**config.mk**
```make
export PLATFORM = sky130hd
export DESIGN_NAME = charger_setpoint_supervisor
export DESIGN_NICKNAME = d
export VERILOG_FILES = /design/src/rtl/css_pkg.sv /design/src/rtl/charger_setpoint_supervisor.sv
export SDC_FILE = /design/constraint.sdc
export NUM_CORES = 2
export LEC_CHECK = 0
export BUFFER_PORTS_ARGS = -buffer_cell sky130_fd_sc_hd__buf_2
export CELL_PAD_IN_SITES_DETAIL_PLACEMENT = 1
export CELL_PAD_IN_SITES_GLOBAL_PLACEMENT = 2
export CORE_ASPECT_RATIO = 0.75
export CORE_UTILIZATION = 45
export CTS_BUF_LIST = sky130_fd_sc_hd__clkbuf_4 sky130_fd_sc_hd__clkbuf_8
export CTS_CLUSTER_SIZE = 30
export DETAILED_ROUTE_END_ITERATION = 16
export PLACE_DENSITY = 0.89
export SLEW_MARGIN = 5
export SYNTH_ARGS = -nofsm -noshare
export SYNTH_HDL_FRONTEND = slang
export SYNTH_SLANG_ARGS = --single-unit
export TNS_END_PERCENT = 30
```
**constraint.sdc**
```tcl
create_clock -name clock -period 12.88 [get_ports clock]
set_input_delay 1.288 -clock clock [delete_from_list [all_inputs] [get_ports clock]]
set_output_delay 1.288 -clock clock [all_outputs]
set_load 0.02 [all_outputs]
```
**src/rtl/css_pkg.sv**
```systemverilog
// Shared types and constants for the charger setpoint supervisor.
// Holds the word structs, register indexes and fixed-point divide constants.
// No dependencies.
`default_nettype none

package css_pkg;

   // Field widths
   localparam int ADC_W       = 12;
   localparam int ADC_BITS    = 12;   // full-scale bits of the rail converter
   localparam int MV_W        = 16;
   localparam int RAIL_W      = 17;   // filter accumulator, millivolts
   localparam int DUTY_W      = 11;
   localparam int FLAG_W      = 7;
   localparam int RATIO_W     = 10;
   localparam int TIME_W      = 32;
   localparam int CSR_INDEX_W = 3;
   localparam int CSR_DATA_W  = 16;

   // Sample scaling: mv = ((adc * 3300) >> ADC_BITS) * 18, saturated to 17 bits
   localparam int SCALE_MV     = 3300;
   localparam int SCALE_PROD_W = ADC_W + 12;
   localparam int SCALE_W      = SCALE_PROD_W - ADC_BITS;
   localparam int SCALED_W     = SCALE_W + 5;
   localparam logic [RAIL_W-1:0] RAIL_MAX = {RAIL_W{1'b1}};

   // Filter and hold
   localparam int SNAP_MV  = 1000;
   localparam int LP_ROUND = 128;
   localparam int ROUND_UP = 49;
   localparam int ROUND_MV = 50;
   localparam int HYST_MV  = 25;

   localparam logic [MV_W-1:0]   DISCHARGE_MV = 16'hffff;
   localparam logic [DUTY_W-1:0] DUTY_FULL    = 11'd1024;

   // Reciprocal constants: floor(n / d) = (n * MUL) >> SHIFT over the ranges used
   localparam int Q50_W         = 12;
   localparam int DIV50_SHIFT   = 23;
   localparam int DIV50_MUL     = 167773;
   localparam int CC_NUM_MUL    = 31;      // 775/3300 reduces to 31/132
   localparam int CC_NUM_W      = 21;
   localparam int CC_A_W        = 14;
   localparam int CC_A_MAX      = 1000;
   localparam int DIV132_SHIFT  = 28;
   localparam int DIV132_MUL    = 2033602;
   localparam int CC_B_W        = 17;
   localparam int DIV125_SHIFT  = 24;
   localparam int DIV125_MUL    = 134218;
   localparam int CV_PROD_W     = MV_W + RATIO_W;
   localparam int CV_Q_W        = 15;
   localparam int DIV3300_SHIFT = 34;
   localparam int DIV3300_MUL   = 5206021;

   // Error flag bit positions
   localparam int FLAG_DISABLED   = 0;
   localparam int FLAG_OFFLINE    = 1;
   localparam int FLAG_OVERCUR    = 2;
   localparam int FLAG_RAIL_OVER  = 3;
   localparam int FLAG_RAIL_UNDER = 4;
   localparam int FLAG_DROP_OVER  = 5;
   localparam int FLAG_TIMEOUT    = 6;

   // Register reset values
   localparam logic [MV_W-1:0]    CURRENT_LIMIT_RST = 16'd3000;
   localparam logic [MV_W-1:0]    MAX_RAIL_RST      = 16'd58000;
   localparam logic [MV_W-1:0]    FUDGE_RST         = 16'd300;
   localparam logic [MV_W-1:0]    MAX_DROP_RST      = 16'd16483;
   localparam logic [RATIO_W-1:0] CV_RATIO_RST      = 10'd205;
   localparam logic [MV_W-1:0]    TIMEOUT_RST       = 16'd5000;

   typedef enum logic [CSR_INDEX_W-1:0] {
      CSR_CURRENT_LIMIT = 3'd0,
      CSR_MAX_RAIL      = 3'd1,
      CSR_VOLTAGE_FUDGE = 3'd2,
      CSR_MAX_DROP      = 3'd3,
      CSR_CV_RATIO      = 3'd4,
      CSR_CMD_TIMEOUT   = 3'd5
   } csr_index_type;

   typedef struct packed {
      logic              command_valid;
      logic [MV_W-1:0]   cmd_target_current;
      logic [MV_W-1:0]   cmd_target_voltage;
      logic              cmd_enable;
      logic [ADC_W-1:0]  adc_sample;
      logic              can_online;
      logic [TIME_W-1:0] now_ms;
   } req_type;

   typedef struct packed {
      logic [FLAG_W-1:0] fault_bits;
      logic [MV_W-1:0]   rail_voltage_mv;
      logic [DUTY_W-1:0] cc_duty;
      logic [DUTY_W-1:0] cv_duty;
      logic              output_enable;
   } rsp_type;

endpackage

`default_nettype wire

```
**src/rtl/charger_setpoint_supervisor.sv**
```systemverilog
// Charger setpoint supervisor: filters the rail sample, holds the command and
// computes CC/CV duties and error flags. Depends on css_pkg.
// Throughput: one word per cycle while rsp_stall is low; rsp_valid is the valid bit of the last stage.
// The rate is set by the eight-stage pipeline; each stage advances whenever the
// stage after it is empty or moving, so bubbles collapse under rsp_stall.
// Reset (synchronous, active high): pipeline empty, registers at their defaults,
// filter, held rail and held command cleared to zero.
`default_nettype none

module charger_setpoint_supervisor (
   input  wire                                   clock,
   input  wire                                   reset,
   input  wire                                   req_valid,
   output logic                                  req_stall,
   input  css_pkg::req_type                      req_data,
   output logic                                  rsp_valid,
   input  wire                                   rsp_stall,
   output css_pkg::rsp_type                      rsp_data,
   input  wire                                   csr_valid,
   output logic                                  csr_ready,
   input  wire  [css_pkg::CSR_INDEX_W-1:0]       csr_index,
   input  wire  [css_pkg::CSR_DATA_W-1:0]        csr_data
);

   localparam int STAGES = 8;

   // Stage words. Flags accumulate as the word moves down the pipe.
   typedef struct packed {
      logic [css_pkg::ADC_W-1:0]  adc;
      logic                       online;
      logic [css_pkg::TIME_W-1:0] now;
      logic [css_pkg::TIME_W-1:0] last;
      logic [css_pkg::MV_W-1:0]   cur;
      logic [css_pkg::MV_W-1:0]   volt;
      logic                       en_req;
   } s1_type;

   typedef struct packed {
      logic [css_pkg::SCALE_W-1:0]  scaled;
      logic [css_pkg::CC_NUM_W-1:0] cc_n;
      logic [css_pkg::MV_W-1:0]     volt;
      logic [css_pkg::FLAG_W-1:0]   flags;
   } s2_type;

   typedef struct packed {
      logic [css_pkg::RAIL_W-1:0] inst;
      logic [css_pkg::CC_A_W-1:0] cc_a;
      logic [css_pkg::MV_W-1:0]   volt;
      logic [css_pkg::FLAG_W-1:0] flags;
   } s3_type;

   typedef struct packed {
      logic [css_pkg::RAIL_W-1:0] filt;
      logic [css_pkg::CC_B_W-1:0] cc_num;
      logic                       cc_cap;
      logic [css_pkg::MV_W-1:0]   volt;
      logic [css_pkg::FLAG_W-1:0] flags;
   } s4_type;

   typedef struct packed {
      logic [css_pkg::RAIL_W-1:0] filt;
      logic [css_pkg::Q50_W-1:0]  q50;
      logic [css_pkg::DUTY_W-1:0] cc;
      logic [css_pkg::MV_W-1:0]   volt;
      logic [css_pkg::FLAG_W-1:0] flags;
   } s5_type;

   typedef struct packed {
      logic [css_pkg::MV_W-1:0]   rail;
      logic [css_pkg::DUTY_W-1:0] cc;
      logic [css_pkg::MV_W-1:0]   volt;
      logic [css_pkg::FLAG_W-1:0] flags;
   } s6_type;

   typedef struct packed {
      logic [css_pkg::MV_W-1:0]      rail;
      logic [css_pkg::DUTY_W-1:0]    cc;
      logic [css_pkg::CV_PROD_W-1:0] prod;
      logic                          discharge;
      logic                          vfault;
      logic [css_pkg::FLAG_W-1:0]    flags;
   } s7_type;

   // Configuration registers
   logic [css_pkg::MV_W-1:0]    current_limit_ff;
   logic [css_pkg::MV_W-1:0]    max_rail_ff;
   logic [css_pkg::MV_W-1:0]    fudge_ff;
   logic [css_pkg::MV_W-1:0]    max_drop_ff;
   logic [css_pkg::RATIO_W-1:0] cv_ratio_ff;
   logic [css_pkg::MV_W-1:0]    timeout_ff;

   // Loop state
   logic [css_pkg::RAIL_W-1:0] filtered_ff, filtered_in;
   logic [css_pkg::MV_W-1:0]   held_rail_ff, held_rail_in;
   logic [css_pkg::MV_W-1:0]   held_cur_ff;
   logic [css_pkg::MV_W-1:0]   held_volt_ff;
   logic                       held_en_ff;
   logic [css_pkg::TIME_W-1:0] last_cmd_ff;

   // Pipeline control
   logic [STAGES-1:0] valid_ff;
   logic [STAGES-1:0] adv;
   logic [STAGES-1:0] load;

   s1_type s1_ff, s1_in;
   s2_type s2_ff, s2_in;
   s3_type s3_ff, s3_in;
   s4_type s4_ff, s4_in;
   s5_type s5_ff, s5_in;
   s6_type s6_ff, s6_in;
   s7_type s7_ff, s7_in;
   css_pkg::rsp_type s8_ff, s8_in;

   // A stage can take a word when it is empty or its word moves on.
   always_comb begin
      adv[STAGES-1] = !valid_ff[STAGES-1] || !rsp_stall;
      for (int i = STAGES - 2; i >= 0; i--) begin
         adv[i] = !valid_ff[i] || adv[i+1];
      end
      load[0] = adv[0] && req_valid;
      for (int i = 1; i < STAGES; i++) begin
         load[i] = adv[i] && valid_ff[i-1];
      end
   end

   assign req_stall = !adv[0];
   assign rsp_valid = valid_ff[STAGES-1];
   assign rsp_data  = s8_ff;
   assign csr_ready = 1'b1;

   always_ff @(posedge clock) begin
      if (reset) begin
         valid_ff <= '0;
      end else begin
         if (adv[0]) begin
            valid_ff[0] <= req_valid;
         end
         for (int i = 1; i < STAGES; i++) begin
            if (adv[i]) begin
               valid_ff[i] <= valid_ff[i-1];
            end
         end
      end
   end

   // Configuration writes; indexes past the list are dropped.
   always_ff @(posedge clock) begin
      if (reset) begin
         current_limit_ff <= css_pkg::CURRENT_LIMIT_RST;
         max_rail_ff      <= css_pkg::MAX_RAIL_RST;
         fudge_ff         <= css_pkg::FUDGE_RST;
         max_drop_ff      <= css_pkg::MAX_DROP_RST;
         cv_ratio_ff      <= css_pkg::CV_RATIO_RST;
         timeout_ff       <= css_pkg::TIMEOUT_RST;
      end else if (csr_valid && csr_ready) begin
         case (csr_index)
            css_pkg::CSR_CURRENT_LIMIT: current_limit_ff <= csr_data;
            css_pkg::CSR_MAX_RAIL:      max_rail_ff      <= csr_data;
            css_pkg::CSR_VOLTAGE_FUDGE: fudge_ff         <= csr_data;
            css_pkg::CSR_MAX_DROP:      max_drop_ff      <= csr_data;
            css_pkg::CSR_CV_RATIO:      cv_ratio_ff      <= csr_data[css_pkg::RATIO_W-1:0];
            css_pkg::CSR_CMD_TIMEOUT:   timeout_ff       <= csr_data;
            default: ;
         endcase
      end
   end

   // ---------------------------------------------------------------------
   // Stage 1: latch command at accept, capture the word with the held values
   // ---------------------------------------------------------------------
   always_comb begin
      s1_in.adc    = req_data.adc_sample;
      s1_in.online = req_data.can_online;
      s1_in.now    = req_data.now_ms;
      if (req_data.command_valid) begin
         s1_in.last   = req_data.now_ms;
         s1_in.cur    = req_data.cmd_target_current;
         s1_in.volt   = req_data.cmd_target_voltage;
         s1_in.en_req = req_data.cmd_enable;
      end else begin
         s1_in.last   = last_cmd_ff;
         s1_in.cur    = held_cur_ff;
         s1_in.volt   = held_volt_ff;
         s1_in.en_req = held_en_ff;
      end
   end

   always_ff @(posedge clock) begin
      if (reset) begin
         last_cmd_ff  <= '0;
         held_cur_ff  <= '0;
         held_volt_ff <= '0;
         held_en_ff   <= 1'b0;
      end else if (load[0]) begin
         last_cmd_ff  <= s1_in.last;
         held_cur_ff  <= s1_in.cur;
         held_volt_ff <= s1_in.volt;
         held_en_ff   <= s1_in.en_req;
      end
   end

   // ---------------------------------------------------------------------
   // Stage 2: scale sample, CC numerator times 31, timeout, link, enable and overcurrent flags
   // ---------------------------------------------------------------------
   logic [css_pkg::SCALE_PROD_W-1:0] scale_prod;
   logic [css_pkg::TIME_W-1:0]       elapsed;

   always_comb begin
      scale_prod = css_pkg::SCALE_PROD_W'(s1_ff.adc)
                 * css_pkg::SCALE_PROD_W'(css_pkg::SCALE_MV);
      elapsed    = s1_ff.now - s1_ff.last;
      s2_in.scaled = css_pkg::SCALE_W'(scale_prod >> css_pkg::ADC_BITS);
      s2_in.cc_n   = css_pkg::CC_NUM_W'(s1_ff.cur) * css_pkg::CC_NUM_W'(css_pkg::CC_NUM_MUL);
      s2_in.volt   = s1_ff.volt;
      s2_in.flags  = '0;
      s2_in.flags[css_pkg::FLAG_DISABLED] = !s1_ff.en_req;
      s2_in.flags[css_pkg::FLAG_OFFLINE]  = !s1_ff.online;
      s2_in.flags[css_pkg::FLAG_OVERCUR]  = s1_ff.cur > current_limit_ff;
      s2_in.flags[css_pkg::FLAG_TIMEOUT]  = elapsed >= css_pkg::TIME_W'(timeout_ff);
   end

   // ---------------------------------------------------------------------
   // Stage 3: times 18 with saturation; CC numerator divided by 132
   // ---------------------------------------------------------------------
   logic [css_pkg::SCALED_W-1:0] scaled18;
   logic [31:0]                  scaled32;
   logic [2*css_pkg::CC_NUM_W-1:0] cc_a_full;

   always_comb begin
      scaled18  = (css_pkg::SCALED_W'(s2_ff.scaled) << 4)
                + (css_pkg::SCALED_W'(s2_ff.scaled) << 1);
      scaled32  = 32'(scaled18);
      cc_a_full = (2*css_pkg::CC_NUM_W)'(s2_ff.cc_n)
                * (2*css_pkg::CC_NUM_W)'(css_pkg::DIV132_MUL);
      s3_in.inst  = (scaled32 > 32'(css_pkg::RAIL_MAX)) ? css_pkg::RAIL_MAX
                                                        : scaled32[css_pkg::RAIL_W-1:0];
      s3_in.cc_a  = cc_a_full[css_pkg::DIV132_SHIFT +: css_pkg::CC_A_W];
      s3_in.volt  = s2_ff.volt;
      s3_in.flags = s2_ff.flags;
   end

   // ---------------------------------------------------------------------
   // Stage 4: low-pass filter, alpha 1/32 in Q8, snap on a large jump
   // ---------------------------------------------------------------------
   logic signed [css_pkg::RAIL_W:0]   diff;
   logic        [css_pkg::RAIL_W:0]   diff_mag;
   logic signed [css_pkg::RAIL_W+3:0] lp_val;
   logic signed [css_pkg::RAIL_W+3:0] lp_shift;
   logic        [css_pkg::RAIL_W:0]   filt_sum;

   always_comb begin
      diff     = $signed({1'b0, s3_ff.inst}) - $signed({1'b0, filtered_ff});
      diff_mag = diff[css_pkg::RAIL_W] ? (css_pkg::RAIL_W+1)'(-diff)
                                       : (css_pkg::RAIL_W+1)'(diff);
      lp_val   = $signed({diff, 3'b000}) + (css_pkg::RAIL_W+4)'(css_pkg::LP_ROUND);
      lp_shift = lp_val >>> 8;
      // two's complement add; the filtered value never leaves 0..RAIL_MAX
      filt_sum = {1'b0, filtered_ff} + lp_shift[css_pkg::RAIL_W:0];
      if (diff_mag > (css_pkg::RAIL_W+1)'(css_pkg::SNAP_MV)) begin
         filtered_in = s3_ff.inst;
      end else begin
         filtered_in = filt_sum[css_pkg::RAIL_W-1:0];
      end
      s4_in.filt   = filtered_in;
      s4_in.cc_cap = s3_ff.cc_a > css_pkg::CC_A_W'(css_pkg::CC_A_MAX);
      s4_in.cc_num = {s3_ff.cc_a[9:0], 7'b0000000};
      s4_in.volt   = s3_ff.volt;
      s4_in.flags  = s3_ff.flags;
   end

   always_ff @(posedge clock) begin
      if (reset) begin
         filtered_ff <= '0;
      end else if (load[3]) begin
         filtered_ff <= filtered_in;
      end
   end

   // ---------------------------------------------------------------------
   // Stage 5: ceil to 50 mV (quotient part); CC duty zero on overcurrent, full when capped, else times 128/125
   // ---------------------------------------------------------------------
   logic [css_pkg::RAIL_W:0]         round_num;
   logic [2*(css_pkg::RAIL_W+1)-1:0] q50_full;
   logic [2*css_pkg::CC_B_W:0]       cc_b_full;
   logic [css_pkg::DUTY_W-1:0]       cc_b;

   always_comb begin
      round_num = (css_pkg::RAIL_W+1)'(s4_ff.filt) + (css_pkg::RAIL_W+1)'(css_pkg::ROUND_UP);
      q50_full  = (2*(css_pkg::RAIL_W+1))'(round_num)
                * (2*(css_pkg::RAIL_W+1))'(css_pkg::DIV50_MUL);
      cc_b_full = (2*css_pkg::CC_B_W+1)'(s4_ff.cc_num)
                * (2*css_pkg::CC_B_W+1)'(css_pkg::DIV125_MUL);
      cc_b      = cc_b_full[css_pkg::DIV125_SHIFT +: css_pkg::DUTY_W];
      s5_in.filt  = s4_ff.filt;
      s5_in.q50   = q50_full[css_pkg::DIV50_SHIFT +: css_pkg::Q50_W];
      if (s4_ff.flags[css_pkg::FLAG_OVERCUR]) begin
         s5_in.cc = '0;
      end else if (s4_ff.cc_cap) begin
         s5_in.cc = css_pkg::DUTY_FULL;
      end else begin
         s5_in.cc = cc_b;
      end
      s5_in.volt  = s4_ff.volt;
      s5_in.flags = s4_ff.flags;
   end

   // ---------------------------------------------------------------------
   // Stage 6: rounded value and 25 mV hysteresis hold
   // ---------------------------------------------------------------------
   logic [css_pkg::RAIL_W:0] round_full;
   logic [css_pkg::MV_W-1:0] rounded;
   logic [css_pkg::RAIL_W:0] held_up;
   logic [css_pkg::RAIL_W:0] filt_up;

   always_comb begin
      round_full = (css_pkg::RAIL_W+1)'(s5_ff.q50) * (css_pkg::RAIL_W+1)'(css_pkg::ROUND_MV);
      rounded    = round_full[css_pkg::MV_W-1:0];
      held_up    = (css_pkg::RAIL_W+1)'(held_rail_ff) + (css_pkg::RAIL_W+1)'(css_pkg::HYST_MV);
      filt_up    = (css_pkg::RAIL_W+1)'(s5_ff.filt) + (css_pkg::RAIL_W+1)'(css_pkg::HYST_MV);
      held_rail_in = held_rail_ff;
      if (rounded > held_rail_ff) begin
         if ((css_pkg::RAIL_W+1)'(s5_ff.filt) > held_up) begin
            held_rail_in = rounded;
         end
      end else if (rounded < held_rail_ff) begin
         if (filt_up < (css_pkg::RAIL_W+1)'(held_rail_ff)) begin
            held_rail_in = rounded;
         end
      end
      s6_in.rail  = held_rail_in;
      s6_in.cc    = s5_ff.cc;
      s6_in.volt  = s5_ff.volt;
      s6_in.flags = s5_ff.flags;
   end

   always_ff @(posedge clock) begin
      if (reset) begin
         held_rail_ff <= '0;
      end else if (load[5]) begin
         held_rail_ff <= held_rail_in;
      end
   end

   // ---------------------------------------------------------------------
   // Stage 7: voltage checks and drop times cv_ratio
   // ---------------------------------------------------------------------
   logic [css_pkg::MV_W-1:0] fudge_sel;
   logic [css_pkg::MV_W-1:0] avail;
   logic [css_pkg::MV_W-1:0] drop;
   logic                     over_v;
   logic                     under_v;
   logic                     drop_v;
   logic                     discharge;

   always_comb begin
      fudge_sel = (s6_ff.rail < fudge_ff) ? s6_ff.rail : fudge_ff;
      avail     = s6_ff.rail - fudge_sel;
      drop      = avail - s6_ff.volt;
      discharge = s6_ff.volt == css_pkg::DISCHARGE_MV;
      over_v    = s6_ff.rail > max_rail_ff;
      under_v   = !discharge && (s6_ff.volt > avail);
      // a target above the available voltage wraps the drop, so it also counts as drop over
      drop_v    = !discharge && (under_v || (drop > max_drop_ff));
      s7_in.rail      = s6_ff.rail;
      s7_in.cc        = s6_ff.cc;
      s7_in.prod      = css_pkg::CV_PROD_W'(drop) * css_pkg::CV_PROD_W'(cv_ratio_ff);
      s7_in.discharge = discharge;
      s7_in.vfault    = over_v || under_v || drop_v;
      s7_in.flags     = s6_ff.flags;
      s7_in.flags[css_pkg::FLAG_RAIL_OVER]  = over_v;
      s7_in.flags[css_pkg::FLAG_RAIL_UNDER] = under_v;
      s7_in.flags[css_pkg::FLAG_DROP_OVER]  = drop_v;
   end

   // ---------------------------------------------------------------------
   // Stage 8: CV duty = product / 3300, capped; zero on discharge, full on a voltage fault; result word
   // ---------------------------------------------------------------------
   logic [2*css_pkg::CV_PROD_W-1:0] cv_full;
   logic [css_pkg::CV_Q_W-1:0]      cv_q;

   always_comb begin
      cv_full = (2*css_pkg::CV_PROD_W)'(s7_ff.prod)
              * (2*css_pkg::CV_PROD_W)'(css_pkg::DIV3300_MUL);
      cv_q    = cv_full[css_pkg::DIV3300_SHIFT +: css_pkg::CV_Q_W];
      s8_in.fault_bits      = s7_ff.flags;
      s8_in.rail_voltage_mv = s7_ff.rail;
      s8_in.cc_duty         = s7_ff.cc;
      if (s7_ff.discharge) begin
         s8_in.cv_duty = '0;
      end else if (s7_ff.vfault) begin
         s8_in.cv_duty = css_pkg::DUTY_FULL;
      end else if (cv_q > css_pkg::CV_Q_W'(css_pkg::DUTY_FULL)) begin
         s8_in.cv_duty = css_pkg::DUTY_FULL;
      end else begin
         s8_in.cv_duty = cv_q[css_pkg::DUTY_W-1:0];
      end
      s8_in.output_enable = s7_ff.flags == '0;
   end

   // Stage payload registers
   always_ff @(posedge clock) begin
      if (load[0]) begin
         s1_ff <= s1_in;
      end
      if (load[1]) begin
         s2_ff <= s2_in;
      end
      if (load[2]) begin
         s3_ff <= s3_in;
      end
      if (load[3]) begin
         s4_ff <= s4_in;
      end
      if (load[4]) begin
         s5_ff <= s5_in;
      end
      if (load[5]) begin
         s6_ff <= s6_in;
      end
      if (load[6]) begin
         s7_ff <= s7_in;
      end
      if (load[7]) begin
         s8_ff <= s8_in;
      end
   end

endmodule

`default_nettype wire
```
==> flow_summary.ini <==
[run_status]
status = finished, final reports clean

[clock_network]
postCtsSetupRepairBufs = 0
tritoncts = yes
cts_root_buffer = clkbuf_8
cts.sinks = 672
cts_made_buffers = 111
clkTransAtPathRegs_ns = 0.07
clockBufferDepth = 3
htree_levels = 3
clock_latency_ns = 0.82

[synth]
yosys_warnings = 0
synth-main-ff-cell = edfxtp_1
synth-seq-cells = 672
synth_top_area_frac = 0.225
synthArstFlopShare = 0
netlist_area_sq_um = 63500
syn_avg_cell_area_sq_um = 10.8
synth.area.top_cells = edfxtp_1, ha_1, fa_1
ys_seq_area_frac = 0.287
synthCells = 5869
yosys.area.top_type = edfxtp_1
yosys.cell_types.count = 91
synthMostInstantiatedCell = ha_1
synth_nets = 7681
ys_top_cells_by_count = ha_1, inv_1, fa_1
synth_edf_count = 476

[timing]
max_freq_mhz = 82.4
worst_slew_pin_slew_ns = 1.27
hold_ws_ns = 0.409
setup_tns_ns = 0
final.period_utilization = 0.942
slew_headroom = 0.131
hold_violations = 0
clock_skew_ns = 0.0539
setup_violations = 0
rsz0062_at_grt = false
maxSlewViolCount = 0
finalCriticalPeriod_ns = 12.13

[critical_path]
cp-start-kind = flip-flop
crit_fanout = 14
cp.required_ns = 13.42
crit_top_cell = a21o_1
worst_path_max_delay_cell = xnor2_1
worst-setup-path-type = reg -> reg
rrSetupSlack_ns = 0.75
slowest_delay_ns = 0.71
end_kind = flip-flop
arrival_ns = 12.67

[floorplanning]
die_h_microns = 327
die-area_sq_um = 143000
start_util = 0.457
coreArea_sq_um = 139000
rows = 118
die_w_microns = 436
top_level_ports = 152

[routing]
ant_nets = 0
vias = 43100
post_drt_wl_per_cell_microns = 20.5
dr.pass1.iters = 5
drt_iter0_drc = 2473
vias_per_cell = 5.39
drc = 0
wirelength_mm = 164

[global_route]
grt_util_met1 = 0.325
grt_max_degree = 135
grt_util_all_layers = 0.232
met2_usage = 0.372
busiest_layer = met2
antenna_found_initial = 19
grt_util_met3 = 0.0428
grt_pass1_wl_mm = 260
overflow = 0
grt_pass1_vias = 47200

[placed_design]
hpwl_mm = 134
port-buffer-count = 150
place_congestion = 0.900

[run]
drv_cap = 0

[final_layout]
fin_util = 0.494
syn_to_final_growth_pct = 8.25
drive_gt1_frac = 0.0815
nets = 7856

[min_path]
hold_path_class = reg -> reg
==> cell type report <==
type / instances / area, sq um
inverters: 979 / 3680
clock inverters: 48 / 367
clock buffers: 158 / 1960
well taps: 1860 / 2330
multi-input cells: 4104 / 41200
flip-flops and latches: 672 / 18200
diodes: 4 / 10.0
fillers: 15200 / 70300
repair buffers: 176 / 967
==> worst paths after layout <==
check,from,end,cells past startpoint
setup / recovery,s6_ff[35],s7_ff[34],43
hold / removal,s6_ff[23],s7_ff[35],0
setup reg to reg,s6_ff[35],s7_ff[34],43
hold reg to reg,s6_ff[23],s7_ff[35],0
==> stage by stage <==
step                      instances  setup slack (ns)  instance area, sq um
after floorplan                5869              1.65                 63500
after global placement         7791              1.19                 66400
after detailed placement       7791             0.662                 66400
after CTS                      7997             0.611                 68700
after global routing           8000            0.0102                 68800
final                          8001             0.747                 68800
==> critical path: cells and delay by family, from the launching register on <==
| family | cells | cell delay (ns) |
|---|---|---|
| AOI/OAI and AO/OA | 19 | 4.78 |
| adders and majority gates | 9 | 3.91 |
| and+or+nand+nor | 7 | 0.97 |
| xor gates and xnor gates | 3 | 0.93 |
| DFF | 1 | 0.50 |
| buffers and inverters | 4 | 0.50 |
| muxes | 1 | 0.24 |
==> cell usage in the layout (no fill, tap or decap), types with 37 or more instances in the layout <==
cell / netlist / routed
edfxtp_1: 476 / 476
xor2_1: 74 / 74
clkbuf_8: 0 / 123
o211ai_1: 51 / 51
fa_1: 637 / 637
and3_1: 37 / 37
a21oi_1: 239 / 239
inv_1: 978 / 977
nor3_1: 94 / 92
nor2b_1: 59 / 56
a31oi_1: 42 / 41
mux2i_1: 101 / 101
xnor2_1: 167 / 166
o21a_1: 54 / 54
a21o_1: 94 / 94
o21ai_0: 101 / 101
ha_1: 1072 / 1072
nand4_1: 39 / 39
dfxtp_1: 196 / 196
nand2_1: 360 / 360
nand3_1: 96 / 96
and2_1: 89 / 88
mux2_2: 87 / 87
buf_2: 7 / 148
nor2_1: 278 / 278
nand2b_1: 40 / 40
==> sequential cells by signal, indices dropped and copies added (netlist names), 17 cells and up <==
register	flops
s4_ff	48
s3_ff	50
last_cmd_ff	32
s1_ff	110
s2_ff	53
s6_ff	47
s5_ff	60
rsp_data	46
s7_ff	62
filtered_ff	17
==> layer usage <==
metal | share of wire | up-vias
met5 | 0.00049 | -
met4 | 0.021 | 12
met3 | 0.051 | 212
met2 | 0.46 | 791
met1 | 0.47 | 21800
li1 | - | 20300
==> timing repair <==
action                                 4_1_cts  5_1_grt
hold buffers                                 0        0
endpoints found under the hold margin        0        0
setup endpoints to repair                    0        1
gates resized for setup                      0        1
==> logic make-up after synthesis <==
logic type               after synthesis  share of synthesized area
adder cells (fa/ha/maj)             1709                      0.412
AND/OR/NAND/NOR                     1189                     0.0896
buffers and inverters               1093                     0.0652
AO/OA/AOI/OAI                        765                     0.0796
flip-flops                           672                      0.287
XOR/XNOR                             243                     0.0338
multiplexers                         197                     0.0330
other                                  1                  0.0000590
Power is left out: the tool's default activity adds up to more than one toggle a clock period on the data nets, which glitch-free logic cannot reach.
